$ cat config.mk
export PLATFORM = sky130hd
export DESIGN_NAME = cpt_cross
export DESIGN_NICKNAME = d
export VERILOG_FILES = /design/src/cpt_pkg.sv /design/src/cpt_cross.sv
export SDC_FILE = /design/constraint.sdc
export NUM_CORES = 2
export LEC_CHECK = 0
export BUFFER_PORTS_ARGS = -buffer_cell sky130_fd_sc_hd__buf_4
export CORE_ASPECT_RATIO = 1.1
export CORE_MARGIN = 2
export CORE_UTILIZATION = 50
export DETAILED_ROUTE_END_ITERATION = 10
export PLACE_DENSITY = 0.78
export REMOVE_ABC_BUFFERS = 1
export SLEW_MARGIN = 30
export SYNTH_ARGS = -nofsm -noshare
export SYNTH_HDL_FRONTEND = slang
export SYNTH_SLANG_ARGS = --single-unit
$ cat constraint.sdc
create_clock -name clk_i -period 11.2 [get_ports clk_i]
set_clock_uncertainty 0.1 [all_clocks]
set_input_delay 0.56 -clock clk_i [delete_from_list [all_inputs] [get_ports clk_i]]
set_output_delay 0.56 -clock clk_i [all_outputs]
set_load 0.02 [all_outputs]
$ cat src/cpt_pkg.sv
// shared types, constants and table builders of the convex polygon point test unit
`default_nettype none

package cpt_pkg;

  localparam int PointDepthDef  = 256;
  localparam int CornerDepthDef = 256;
  localparam int MaxWallsDef    = 32;

  localparam int CoordW = 32;
  localparam int SlotW  = 8;

  typedef enum logic [1:0] {
    OpWrPoint  = 2'd0,
    OpWrCorner = 2'd1,
    OpQuery    = 2'd2
  } op_e;

  // slot modulo table: entry k holds k modulo a depth
  typedef logic [15:0] mod_tbl_t [256];

  typedef struct packed {
    logic              pt_we;
    logic              cn_we;
    logic [SlotW-1:0]  slot;
    logic [CoordW-1:0] x;
    logic [CoordW-1:0] y;
    logic [SlotW-1:0]  pidx;
  } store_wr_t;

  typedef struct packed {
    logic load;
    logic mul_first;
    logic mul_second;
  } cross_ctrl_t;

  function automatic mod_tbl_t build_mod_tbl(int depth);
    mod_tbl_t tbl;
    int       r;
    r = 0;
    for (int k = 0; k < 256; k++) begin
      tbl[k] = 16'(r);
      if (r == depth - 1) begin
        r = 0;
      end else begin
        r = r + 1;
      end
    end
    return tbl;
  endfunction

endpackage

`default_nettype wire

$ cat src/cpt_cross.sv
// edge differences, shared multiplier and cross product sign compare
`default_nettype none

module cpt_cross (
  input  logic                              clk_i,
  input  cpt_pkg::cross_ctrl_t              ctrl_i,
  input  logic signed [cpt_pkg::CoordW-1:0] t_x_i,
  input  logic signed [cpt_pkg::CoordW-1:0] t_y_i,
  input  logic signed [cpt_pkg::CoordW-1:0] s_x_i,
  input  logic signed [cpt_pkg::CoordW-1:0] s_y_i,
  input  logic signed [cpt_pkg::CoordW-1:0] e_x_i,
  input  logic signed [cpt_pkg::CoordW-1:0] e_y_i,
  output logic                              less_o
);
  import cpt_pkg::*;

  localparam int DiffW = CoordW + 1;
  localparam int ProdW = 2 * DiffW;

  logic signed [DiffW-1:0] ax_q, ay_q, ex_q, ey_q;
  logic signed [DiffW-1:0] mul_a, mul_b;
  logic signed [ProdW-1:0] prod;
  logic signed [ProdW-1:0] p1_q, p2_q;

  // one multiplier, two products per wall
  assign mul_a = ctrl_i.mul_second ? ay_q : ax_q;
  assign mul_b = ctrl_i.mul_second ? ex_q : ey_q;
  assign prod  = ProdW'(mul_a) * ProdW'(mul_b);

  assign less_o = p1_q < p2_q;

  always_ff @(posedge clk_i) begin
    if (ctrl_i.load) begin
      ax_q <= DiffW'(t_x_i) - DiffW'(s_x_i);
      ay_q <= DiffW'(t_y_i) - DiffW'(s_y_i);
      ex_q <= DiffW'(e_x_i) - DiffW'(s_x_i);
      ey_q <= DiffW'(e_y_i) - DiffW'(s_y_i);
    end
    if (ctrl_i.mul_first) begin
      p1_q <= prod;
    end
    if (ctrl_i.mul_second) begin
      p2_q <= prod;
    end
  end

endmodule

`default_nettype wire

==> run summary <==
Status: finished, final reports clean
Slew HR: 32.9%
Post-synth EDFFs: 264
Pins Over Slew Limit: 0
Share of layout cells above drive strength 1: 7.87%
First-pass GRT wire length: 256 mm
Starting Density: 50.5%
Synthesized cell area: 54,400 um2
Root buffer cell: clkbuf_16
Critical path endpoint category: register
DR WL/cell: 22.8 um
Clock Latency Late Sink: 0.68 ns
Average cell area after synthesis: 9.62 um2
Pin slew with the least headroom to its limit: 0.986 ns
Iteration-0 DRC Markers: 3,747
Crit path max-delay family: adder cells
RSZ-0062 raised after global routing: false
Startpoint types: input port
Setup Crit Path Kind: in2reg
Worst-path fanout max: 45
Worst EP required: 11.52 ns
Final net count: 7,551
Clk slew on worst S/H paths: 0.07 ns
Period utilization: 85.0%
DRT antenna net count: 0
DRC viols: 0
Max Cap Viol: 0
Vias in the first global route: 45,360
Total grt overflow: 0
Commonest non-fill, non-tap cells in the layout: 1,286 x inv_1, 1,149 x fa_1, 668 x nor2_1
Pin count of the biggest net entering global routing: 70
Number of CTS-inserted buffers: 31
CTS tree: built
Share of the synthesized area in the top cell type: 42.3%
Hold/Removal Path Class: in2reg
I/O pin count: 197
Yosys top cell by area: fa_1
Final Hold Fails: 0
Synth warn: 0
Port Buffer Count: 196
Yosys reg bits: 264
WP buf/inv: 5
Crit path DAT: 9.83 ns
Final wirelength: 165 mm
TNS Setup: 0 ns
Slowest-stage cell, CP: inv_1
Ys async rst share: 0%
CP most frequent cell: fa_1
Synth Flop Type: edfxtp_1
Post-synthesis cell type count: 82
CP peak stage delay: 0.82 ns
Cts repair resizes: 0
Vias per std cell: 5.75
Die height: 350 um
Most common cell after layout, fill and taps aside: inv_1
Bufs on Longest Clock Path: 3
Via count: 41,622
Setup violations, final: 0
Synth top area cells: fa_1 42%, edfxtp_1 15%, ha_1 9.4%
Total clock sinks: 264
Core Area: 108,000 um2
Post-detail-place hpwl: 133 mm
Post-Synthesis Cells: 5,655
Tot GR Track Use: 30.4%
Num rows: 126
Peak Freq: 105 MHz
Chip Width: 319 um
Die Area: 112,000 um2
Register area share after synthesis: 14.6%
1st-pass router iterations: 8
Area growth from synthesis to layout: 8.27%
Hold_buf cts: 0
Total setup buffers inserted after CTS: 0
Min Tclk post-route: 9.51 ns
GPL Wtd Cong: 1.04
CTS H-Tree Depth: 1
Initial antenna violation count: 9
Yosys cell counts, types with 25 or more instances:
cell type,n
a21o_1,117
a21oi_1,143
clkbuf_1,155
edfxtp_1,264
fa_1,1149
ha_1,410
inv_1,1286
mux2_2,67
mux2i_1,64
nand2_1,619
nand2b_1,31
nand3_1,25
nor2_1,668
nor2b_1,36
nor3_1,37
o21a_1,39
o21ai_0,97
xnor2_1,126
xor2_1,32
logic make-up after synthesis:
| logic type | Yosys count | synth area share (%) |
|---|---|---|
| flops | 264 | 14.6 |
| compound gates | 560 | 7.02 |
| simple gates | 1516 | 11.5 |
| buf+inv | 1467 | 10.1 |
| xor+xnor | 158 | 2.54 |
| fa+ha+maj | 1559 | 51.7 |
| mux | 131 | 2.56 |
worst reg2reg max path, stage by stage, from the launching register on:
cell and delay, ns:
edfxtp_1 0.48, mux2i_1 0.58, buf_4 0.29, nor2_1 0.11, fa_1 0.71, fa_1 0.51
fa_1 0.88, fa_1 0.54, fa_1 0.50, fa_1 0.54, fa_1 0.50, inv_1 0.05
fa_1 0.48, inv_1 0.05, ha_1 0.36, and3_1 0.26, nand2_1 0.12, nor3_1 0.41
a221oi_1 0.16, o21ai_0 0.20, a31oi_4 0.15, a311oi_4 0.39, o2111ai_1 0.20, and3_1 0.18
a311o_1 0.33
flip-flops by register name (all words and copies together) (netlist names):
| signal | count |
|---|---|
| ax_q | 33 |
| p2_q | 66 |
| ay_q | 33 |
| p1_q | 66 |
| ey_q | 33 |
| ex_q | 33 |
worst paths after layout:
check | start | endpoint | slack [ns] | cells after the start
worst max-delay path | ctrl_i[0] | p1_q[63] | 1.69 | 26
worst min-delay path | s_x_i[0] | ax_q[0] | 0.19 | 3
worst max register to register | ay_q[32] | p1_q[63] | 1.87 | 24
worst min register to register | ax_q[1] | p1_q[1] | 1.05 | 4
final cells by class:
type / count / area [um2]
fillers: 9248 / 48800
multi-input cells: 3924 / 41200
flip-flops and latches: 264 / 7930
inverters: 1286 / 4830
repair buffers: 289 / 2230
well taps: 1408 / 1760
clock buffers: 37 / 798
clock inverters: 18 / 175
diodes: 7 / 17.5
per-layer routing:
layer | up-vias | share of wire (%) | global-route usage [%] | wire (um)
met3 | 811 | 11 | 7.94 | 17900
li1 | 17642 | - | - | -
met4 | 12 | 8.5 | 21.0 | 14000
met1 | 20763 | 34 | 34.5 | 55600
met2 | 2394 | 47 | 50.6 | 77100
met5 | - | 0.14 | 0 | 235
through the flow:
| stage | hold slack [ns] | worst slack (ns) | cells | utilization, % | instance area (um2) |
|---|---|---|---|---|---|
| 6_report | 0.194 | 1.69 | 7233 | 54.7 | 58900 |
| 5_1_grt | 0.195 | 1.40 | 7229 | 54.7 | 58900 |
| 4_1_cts | 0.182 | 1.87 | 7225 | 54.7 | 58900 |
| 3_5_place_dp | 0.867 | 1.16 | 7170 | 53.8 | 57900 |
| 3_3_place_gp | 0.877 | 1.36 | 7169 | 53.7 | 57900 |
| 2_1_floorplan | 0.572 | 1.80 | 5474 | - | 53700 |
Power is left out: the tool's default activity adds up to more than one toggle a clock period on the data nets, which glitch-free logic cannot reach.
